$ cat config.mk
export PLATFORM = sky130hd
export DESIGN_NAME = word_crc32_engine_unit
export DESIGN_NICKNAME = d
export VERILOG_FILES = /design/src/sv/wcrc_pkg.sv /design/src/sv/wcrc_front.sv /design/src/sv/wcrc_fifo.sv /design/src/sv/wcrc_back.sv /design/src/sv/word_crc32_engine_unit.sv
export SDC_FILE = /design/constraint.sdc
export NUM_CORES = 2
export LEC_CHECK = 0
export BUFFER_PORTS_ARGS = -buffer_cell sky130_fd_sc_hd__buf_2
export CAP_MARGIN = 20
export CORE_UTILIZATION = 60
export CTS_CLUSTER_SIZE = 8
export DETAILED_ROUTE_END_ITERATION = 8
export PLACE_DENSITY = 0.77
export SLEW_MARGIN = 15
export SYNTH_ARGS = -nofsm -noshare
export SYNTH_HDL_FRONTEND = slang
export SYNTH_SLANG_ARGS = --single-unit
$ cat constraint.sdc
create_clock -name clk -period 5.1 [get_ports clk]
set_input_delay 1.275 -clock clk [delete_from_list [all_inputs] [get_ports clk]]
set_output_delay 1.275 -clock clk [all_outputs]
set_load 0.005 [all_outputs]
$ cat src/sv/wcrc_pkg.sv
// Shared types, constants and helper functions for the word CRC-32 engine.
package wcrc_pkg;

  localparam int unsigned WORD_W = 32;
  localparam int unsigned QUEUE_DEPTH = 4;
  localparam int unsigned QUEUE_AW = $clog2(QUEUE_DEPTH);
  localparam int unsigned QUEUE_CW = $clog2(QUEUE_DEPTH + 1);
  localparam int unsigned TBL_CW = $clog2(WORD_W) + 1;
  localparam int unsigned CFG_AW = 4;

  localparam logic [WORD_W-1:0] POLY_RST = 32'h04C1_1DB7;
  localparam logic [WORD_W-1:0] INIT_RST = 32'hFFFF_FFFF;
  localparam logic [WORD_W-1:0] MASK_RST = 32'hFFFF_FFFF;
  localparam logic              REFL_RST = 1'b0;

  typedef enum logic [1:0] {
    REG_POLY = 2'd0,
    REG_INIT = 2'd1,
    REG_MASK = 2'd2,
    REG_REFL = 2'd3
  } reg_idx_t;

  typedef enum logic {
    OP_LOAD = 1'b0,
    OP_FOLD = 1'b1
  } op_t;

  typedef struct packed {
    op_t               op;
    logic              last;
    logic [WORD_W-1:0] data;
  } item_t;

  function automatic logic [WORD_W-1:0] bswap32(input logic [WORD_W-1:0] v);
    return {v[7:0], v[15:8], v[23:16], v[31:24]};
  endfunction

  function automatic logic [WORD_W-1:0] brev32(input logic [WORD_W-1:0] v);
    logic [WORD_W-1:0] r;
    for (int i = 0; i < WORD_W; i++) begin
      r[i] = v[WORD_W-1-i];
    end
    return r;
  endfunction

  // one MSB-first shift of the CRC register
  function automatic logic [WORD_W-1:0] crc_step(input logic [WORD_W-1:0] v,
                                                 input logic [WORD_W-1:0] poly);
    return v[WORD_W-1] ? ({v[WORD_W-2:0], 1'b0} ^ poly) : {v[WORD_W-2:0], 1'b0};
  endfunction

endpackage

$ cat src/sv/wcrc_front.sv
// Front stage: takes input words, classifies them and prepares the data word.
module wcrc_front import wcrc_pkg::*; (
  input  logic              clk,
  input  logic              rst_n,
  input  logic              push,
  output logic              full,
  input  logic [WORD_W-1:0] in_data_word,
  input  logic              in_first_word,
  input  logic              in_last_word,
  input  logic              reflect,
  output logic              q_push,
  output item_t             q_item,
  input  logic              q_full
);

  logic  stg_v_r, stg_v_nxt;
  item_t stg_r, stg_nxt;
  logic  take;
  logic [WORD_W-1:0] swapped;

  assign full   = stg_v_r && q_full;
  assign take   = push && !full;
  assign q_push = stg_v_r && !q_full;
  assign q_item = stg_r;

  always_comb begin
    swapped = bswap32(in_data_word);
    stg_nxt = stg_r;
    stg_v_nxt = stg_v_r;
    if (q_push) begin
      stg_v_nxt = 1'b0;
    end
    if (take) begin
      stg_v_nxt = 1'b1;
      stg_nxt.op = in_first_word ? OP_LOAD : OP_FOLD;
      stg_nxt.last = in_last_word;
      stg_nxt.data = reflect ? brev32(swapped) : swapped;
    end
  end

  always_ff @(posedge clk) begin
    if (!rst_n) begin
      stg_v_r <= 1'b0;
    end else begin
      stg_v_r <= stg_v_nxt;
    end
    stg_r <= stg_nxt;
  end

endmodule

$ cat src/sv/wcrc_fifo.sv
// Short item queue between the front and back stages.
module wcrc_fifo import wcrc_pkg::*; (
  input  logic  clk,
  input  logic  rst_n,
  input  logic  wr,
  input  item_t wr_item,
  output logic  full,
  input  logic  rd,
  output item_t rd_item,
  output logic  empty
);

  item_t mem [QUEUE_DEPTH];
  logic [QUEUE_AW-1:0] wp_r, rp_r;
  logic [QUEUE_CW-1:0] cnt_r;
  logic do_wr, do_rd;

  assign full    = (cnt_r == QUEUE_CW'(QUEUE_DEPTH));
  assign empty   = (cnt_r == '0);
  assign do_wr   = wr && !full;
  assign do_rd   = rd && !empty;
  assign rd_item = mem[rp_r];

  always_ff @(posedge clk) begin
    if (!rst_n) begin
      wp_r  <= '0;
      rp_r  <= '0;
      cnt_r <= '0;
    end else begin
      if (do_wr) begin
        wp_r <= wp_r + 1'b1;
      end
      if (do_rd) begin
        rp_r <= rp_r + 1'b1;
      end
      if (do_wr && !do_rd) begin
        cnt_r <= cnt_r + 1'b1;
      end else if (do_rd && !do_wr) begin
        cnt_r <= cnt_r - 1'b1;
      end
    end
    if (do_wr) begin
      mem[wp_r] <= wr_item;
    end
  end

endmodule

$ cat src/sv/wcrc_back.sv
// Back stage: CRC register, per-polynomial fold columns and result register.
module wcrc_back import wcrc_pkg::*; (
  input  logic              clk,
  input  logic              rst_n,
  input  logic [WORD_W-1:0] poly,
  input  logic [WORD_W-1:0] init,
  input  logic [WORD_W-1:0] mask,
  input  logic              reflect,
  input  logic              tbl_start,
  input  logic [WORD_W-1:0] tbl_seed,
  input  item_t             q_item,
  input  logic              q_empty,
  output logic              q_pop,
  output logic              empty,
  input  logic              pop,
  output logic [WORD_W-1:0] out_crc_result
);

  // col_r[j] is the fold of a lone set bit j: x^(32+j) mod P
  logic [WORD_W-1:0] col_r [WORD_W];
  logic [WORD_W-1:0] seed_r, seed_nxt;
  logic [TBL_CW-1:0] tcnt_r, tcnt_nxt;
  logic              tbl_rdy;

  logic [WORD_W-1:0] crc_r, crc_nxt;
  logic [WORD_W-1:0] res_r, res_nxt;
  logic              res_v_r, res_v_nxt;
  logic [WORD_W-1:0] mix, folded;
  logic              out_take;

  assign tbl_rdy        = tcnt_r[TBL_CW-1];
  assign empty          = !res_v_r;
  assign out_crc_result = res_r;
  assign out_take       = pop && res_v_r;
  assign q_pop = !q_empty && tbl_rdy && (!q_item.last || !res_v_r || out_take);

  always_comb begin
    tcnt_nxt = tcnt_r;
    seed_nxt = seed_r;
    if (tbl_start) begin
      tcnt_nxt = '0;
      seed_nxt = tbl_seed;
    end else if (!tbl_rdy) begin
      tcnt_nxt = tcnt_r + 1'b1;
      seed_nxt = crc_step(seed_r, poly);
    end
  end

  always_comb begin
    mix = crc_r ^ q_item.data;
    folded = '0;
    for (int j = 0; j < WORD_W; j++) begin
      folded = folded ^ (mix[j] ? col_r[j] : '0);
    end
  end

  always_comb begin
    crc_nxt   = crc_r;
    res_nxt   = res_r;
    res_v_nxt = res_v_r;
    if (out_take) begin
      res_v_nxt = 1'b0;
    end
    if (q_pop) begin
      case (q_item.op)
        OP_LOAD: crc_nxt = init;
        OP_FOLD: crc_nxt = folded;
        default: crc_nxt = crc_r;
      endcase
      if (q_item.last) begin
        res_v_nxt = 1'b1;
        res_nxt = (reflect ? brev32(crc_nxt) : crc_nxt) ^ mask;
      end
    end
  end

  always_ff @(posedge clk) begin
    if (!rst_n) begin
      tcnt_r  <= '0;
      seed_r  <= POLY_RST;
      crc_r   <= INIT_RST;
      res_v_r <= 1'b0;
    end else begin
      tcnt_r  <= tcnt_nxt;
      seed_r  <= seed_nxt;
      crc_r   <= crc_nxt;
      res_v_r <= res_v_nxt;
    end
    res_r <= res_nxt;
    if (!tbl_rdy && !tbl_start) begin
      col_r[tcnt_r[TBL_CW-2:0]] <= seed_r;
    end
  end

endmodule

$ cat src/sv/word_crc32_engine_unit.sv
// Word CRC-32 engine top level: configuration registers, front, queue and back.
// A last word's result passes the front staging register and the queue before the result register; stalls can hold it.
// Throughput: one word per cycle while nothing stalls; the CRC register folds a whole word per cycle
// through a 32-column XOR network.
// Reset: synchronous, active low; after reset and after each polynomial write the
// 32 fold columns are rebuilt one after another, during which words queue but are not folded.
module word_crc32_engine_unit import wcrc_pkg::*; (
  input  logic              clk,
  input  logic              rst_n,
  input  logic              push,
  output logic              full,
  input  logic [WORD_W-1:0] in_data_word,
  input  logic              in_first_word,
  input  logic              in_last_word,
  output logic              empty,
  input  logic              pop,
  output logic [WORD_W-1:0] out_crc_result,
  input  logic              psel,
  input  logic              penable,
  input  logic              pwrite,
  input  logic [CFG_AW-1:0] paddr,
  input  logic [WORD_W-1:0] pwdata,
  output logic [WORD_W-1:0] prdata,
  output logic              pready
);

  logic [WORD_W-1:0] poly_r, init_r, mask_r;
  logic              refl_r;
  logic              wr_en, poly_wr;
  reg_idx_t          idx;

  logic  q_push, q_full, q_pop, q_empty;
  item_t q_in, q_out;

  assign pready  = 1'b1;
  assign idx     = reg_idx_t'(paddr[CFG_AW-1:2]);
  assign wr_en   = psel && penable && pwrite && pready;
  assign poly_wr = wr_en && (idx == REG_POLY);

  always_comb begin
    case (idx)
      REG_POLY: prdata = poly_r;
      REG_INIT: prdata = init_r;
      REG_MASK: prdata = mask_r;
      REG_REFL: prdata = {{(WORD_W-1){1'b0}}, refl_r};
      default:  prdata = '0;
    endcase
  end

  always_ff @(posedge clk) begin
    if (!rst_n) begin
      poly_r <= POLY_RST;
      init_r <= INIT_RST;
      mask_r <= MASK_RST;
      refl_r <= REFL_RST;
    end else if (wr_en) begin
      case (idx)
        REG_POLY: poly_r <= pwdata;
        REG_INIT: init_r <= pwdata;
        REG_MASK: mask_r <= pwdata;
        REG_REFL: refl_r <= pwdata[0];
        default:  ;
      endcase
    end
  end

  wcrc_front u_front (
    .clk           (clk),
    .rst_n         (rst_n),
    .push          (push),
    .full          (full),
    .in_data_word  (in_data_word),
    .in_first_word (in_first_word),
    .in_last_word  (in_last_word),
    .reflect       (refl_r),
    .q_push        (q_push),
    .q_item        (q_in),
    .q_full        (q_full)
  );

  wcrc_fifo u_fifo (
    .clk     (clk),
    .rst_n   (rst_n),
    .wr      (q_push),
    .wr_item (q_in),
    .full    (q_full),
    .rd      (q_pop),
    .rd_item (q_out),
    .empty   (q_empty)
  );

  wcrc_back u_back (
    .clk            (clk),
    .rst_n          (rst_n),
    .poly           (poly_r),
    .init           (init_r),
    .mask           (mask_r),
    .reflect        (refl_r),
    .tbl_start      (poly_wr),
    .tbl_seed       (pwdata),
    .q_item         (q_out),
    .q_empty        (q_empty),
    .q_pop          (q_pop),
    .empty          (empty),
    .pop            (pop),
    .out_crc_result (out_crc_result)
  );

endmodule
==> impl_metrics.csv <==
group,metric,value,unit
outcome,outcome,"finished clean",
sta,fin_tns_setup,0,ps
power_and_ir_drop,switching_share,26.3,%
synth,synth_ff_type,"sky130_fd_sc_hd__edfxtp_1",
synth,avgSynthCellArea,13.4,sq um
sta,final.period_utilization,88.6,%
clock_tree,cts_tree,"yes",
power_and_ir_drop,internal_power,21.6,mW
drt,first_iter_violations,5360,
synth,synth_top_cells_by_count,"sky130_fd_sc_hd__nand2_1 (1,322), sky130_fd_sc_hd__edfxtp_1 (1,226), sky130_fd_sc_hd__xnor2_1 (838)",
sta,final-hold-violation-count,0,
clock_tree,cts.root.buffer_cell,"sky130_fd_sc_hd__clkbuf_16",
drt,ant_nets,0,
clock_tree,cts_buffers,193,
synth,fraction_of_registers_with_async_set_or_reset_after_synthesis,0,%
sta,highest_attainable_clock_frequency,0.221,GHz
sta,fin_worst_skew,25.2,ps
sta,tightest_slew,1140,ps
power_and_ir_drop,p_leak,24.3,nW
power_and_ir_drop,pwr_density,416,nW/um^2
setup_path,path_class,"reg2reg",
place,place_area,64900,sq um
final_layout,nNetsFinal,4961,
synth,syn_inst,4556,
setup_path,crit_path_end,"u_back.out_crc_result[21]$_DFFE_PP_",
floorplanning,die_x,321,um
power_and_ir_drop,power_frac_comb,16.5,%
setup_path,worstPathRequired,5630,ps
final_layout,final_cells,6311,
setup_path,timing.critical_path.arrival,5050,ps
synth,synth_cell_type_count,38,
setup_path,path_max_fanout,16,
place,placed_insts,6029,
clock_tree,number_of_buffers_inserted_to_repair_setup_after_cts,0,
drt,num_vias,37989,
synth,synth_top_area_cell,"sky130_fd_sc_hd__edfxtp_1",
synth,synth_seq_area_share,66.2,%
floorplanning,placement_rows,116,
power_and_ir_drop,pwr-share-seq,44.2,%
global_routing,wire_length_of_the_first_global_routing_pass,250,mm
synth,syn-cell-area,61000,sq um
drt,drt_drc_violations_left,0,
synth,synthDominantCellAreaShare,60.3,%
setup_path,crit_path_start_kind,"flop",
floorplanning,height_of_the_chip,321,um
floorplanning,boundaryPins,144,
job,cap_viol_max_count,0,
power_and_ir_drop,switchingPower,7.69,mW
synth,synth-edff-count,1226,
final_layout,layout.core_utilization,70.0,%
synth,postSynthRegisterBits,1404,
sta,min_period,4520,ps
synth,synthesis.nets,4643,
final_layout,layout.cell_area.non_filler,70300,sq um
clock_tree,cts-hold-fix-buffers,0,
final_layout,growth_of_design_area_from_synthesis_to_finish,15.3,%
global_routing,grt_antenna_before_repair,0,
clock_tree,ctsResizeCount,0,
floorplanning,floorplan.core_area,100000,sq um
setup_path,setup.reg_to_reg.worst_slack,580,ps
drt,finalWirelength,177,mm
clock_tree,insertion_delay,780,ps
sta,finalSetupViolCount,0,
sta,rsz_0062_raised_after_global_routing,"false",
power_and_ir_drop,max-vdd-ir-drop,379,uV
place,port-buffer-count,140,
drt,detail_route.vias_per_cell,6.02,
global_routing,track_usage,34.5,%
sta,worst_slew_margin_relative_to_its_limit,23.9,%
setup_path,endpoint_kind,"flop",
drt,detailedRoute.firstPassIterationCount,6,
global_routing,grt_pass1_vias,36877,
clock_tree,cts.clk_slew.worst_paths,50,ps
clock_tree,ctsLongestPathBuffers,3,
setup_path,worst_r2r_endpoint,"u_back.out_crc_result[21]$_DFFE_PP_",
place,hpwl,97.7,mm
sta,final-max-slew-violation-count,0,
hold_path,hold_path_class,"reg2reg",
synth,synth.area.top_cells,"sky130_fd_sc_hd__edfxtp_1 (60%), sky130_fd_sc_hd__xnor2_1 (12%), sky130_fd_sc_hd__nand2_1 (8.1%)",
setup_path,r2r.worst_path.cells,12,
drt,detail_route.wl_per_cell,28.1,um
global_routing,globalRoute.totalOverflow,0,
floorplanning,start_util,60.7,%
place,gpl.final_weighted_congestion,0.863,
synth,yosys_warnings,0,
global_routing,grt_max_degree,69,
clock_tree,htreeDepth,4,
final_layout,fraction_of_final_layout_cells_sized_beyond_drive_strength_1,14.8,%
power_and_ir_drop,power.clock.fraction,39.3,%
synth,synth_most_common_cell,"sky130_fd_sc_hd__nand2_1",
clock_tree,tritoncts_num_sinks,1404,
floorplanning,fp.dieArea,103000,sq um
## cell families (layout without fill, tap and decap cells)
logic type | Yosys count | count (layout) | synth area share [%]
AO/OA/AOI/OAI | 199 | 199 | 2.13
XOR/XNOR | 1095 | 1095 | 16.1
adder cells (fa/ha/maj) | 10 | 10 | 0.217
buffers and inverters | 234 | 630 | 2.06
flip-flops | 1404 | 1404 | 66.2
multiplexers | 166 | 166 | 4.23
other | 1 | 3 | 0.00615
AND/OR/NAND/NOR | 1447 | 1447 | 9.12
## flip-flops by register name (all words and copies together), names as in the netlist, 2 cells and up, named ones only
name / flops
u_back.out_crc_result: 32
u_fifo.wp_r: 2
u_back.col_r: 1024
u_back.seed_r: 32
init_r: 32
u_fifo.rp_r: 2
u_front.q_item: 34
poly_r: 32
mask_r: 32
u_fifo.cnt_r: 3
u_back.crc_r: 32
u_back.tcnt_r: 6
u_fifo.mem: 136
## placed cells by master, fill, tap and decap left out, types with 50 or more instances in the layout
| cell | n |
|---|---|
| sky130_fd_sc_hd__a21boi_0 | 50 |
| sky130_fd_sc_hd__buf_12 | 50 |
| sky130_fd_sc_hd__buf_2 | 139 |
| sky130_fd_sc_hd__buf_4 | 118 |
| sky130_fd_sc_hd__clkbuf_1 | 65 |
| sky130_fd_sc_hd__clkbuf_16 | 197 |
| sky130_fd_sc_hd__dfxtp_1 | 170 |
| sky130_fd_sc_hd__edfxtp_1 | 1226 |
| sky130_fd_sc_hd__mux2_2 | 64 |
| sky130_fd_sc_hd__mux4_2 | 66 |
| sky130_fd_sc_hd__nand2_1 | 1322 |
| sky130_fd_sc_hd__o211ai_1 | 65 |
| sky130_fd_sc_hd__o21ai_0 | 63 |
| sky130_fd_sc_hd__xnor2_1 | 838 |
| sky130_fd_sc_hd__xor2_1 | 225 |
## power groups by stage
stage               Combinational (mW)  Sequential (mW)  Clock [mW]
global placement                  4.60             13.1           0
CTS                               4.71             12.9        11.5
global route                      4.92             12.9        12.0
floorplan                         2.57             13.1           0
finish                            4.83             12.9        11.5
detailed placement                4.67             13.1           0
## worst max-delay path: stages, from the launching register on
cell and delay [ps]:
sky130_fd_sc_hd__dfxtp_2 520, sky130_fd_sc_hd__buf_12 240, sky130_fd_sc_hd__mux4_2 580, sky130_fd_sc_hd__xor2_4 640, sky130_fd_sc_hd__buf_12 270, sky130_fd_sc_hd__nand2_1 90
sky130_fd_sc_hd__xnor2_1 200, sky130_fd_sc_hd__xnor2_1 160, sky130_fd_sc_hd__xnor2_1 170, sky130_fd_sc_hd__xnor2_1 120, sky130_fd_sc_hd__xnor2_1 650, sky130_fd_sc_hd__mux4_2 480
sky130_fd_sc_hd__xnor2_1 80
## metal layers
| layer | GRT usage (%) | vias up | part of all wire [%] |
|---|---|---|---|
| li1 | - | 16096 | - |
| met1 | 44.9 | 18796 | 35 |
| met2 | 55.4 | 2539 | 47 |
| met3 | 6.69 | 558 | 12 |
| met4 | 17.7 | 0 | 5.9 |
| met5 | 0 | - | 0 |
## per-stage QoR
stage,hold slack (ps),total power [mW],setup slack [ps]
floorplan,435,15.7,1060
global placement,447,17.7,728
detailed placement,450,17.8,652
CTS,457,29.2,590
global route,478,29.9,500
finish,459,29.2,583
## area by class of cell
| cell class | instances | area (sq um) |
|---|---|---|
| multi-input cells | 2918 | 20000 |
| clock inverters | 12 | 150 |
| fillers | 6481 | 30100 |
| diodes | 2 | 5.00 |
| repair buffers | 316 | 2740 |
| clock buffers | 261 | 5150 |
| inverters | 41 | 154 |
| flip-flops and latches | 1404 | 40400 |
| well taps | 1357 | 1700 |
## worst min-delay path by stage
stage | cells after the start | to | start | slack [ps]
2_1_floorplan | 2 | poly_r[10]$_SDFFE_PN1P_ | poly_r[10]$_SDFFE_PN1P_ | 440
3_3_place_gp | 2 | poly_r[1]$_SDFFE_PN1P_ | poly_r[1]$_SDFFE_PN1P_ | 450
3_5_place_dp | 2 | poly_r[26]$_SDFFE_PN1P_ | poly_r[26]$_SDFFE_PN1P_ | 450
4_1_cts | 2 | poly_r[26]$_SDFFE_PN1P_ | poly_r[26]$_SDFFE_PN1P_ | 460
5_1_grt | 2 | poly_r[22]$_SDFFE_PN1P_ | poly_r[22]$_SDFFE_PN1P_ | 480
6_report | 2 | poly_r[23]$_SDFFE_PN1P_ | poly_r[23]$_SDFFE_PN1P_ | 460
Note: power is estimated with default switching activity, not from simulation.
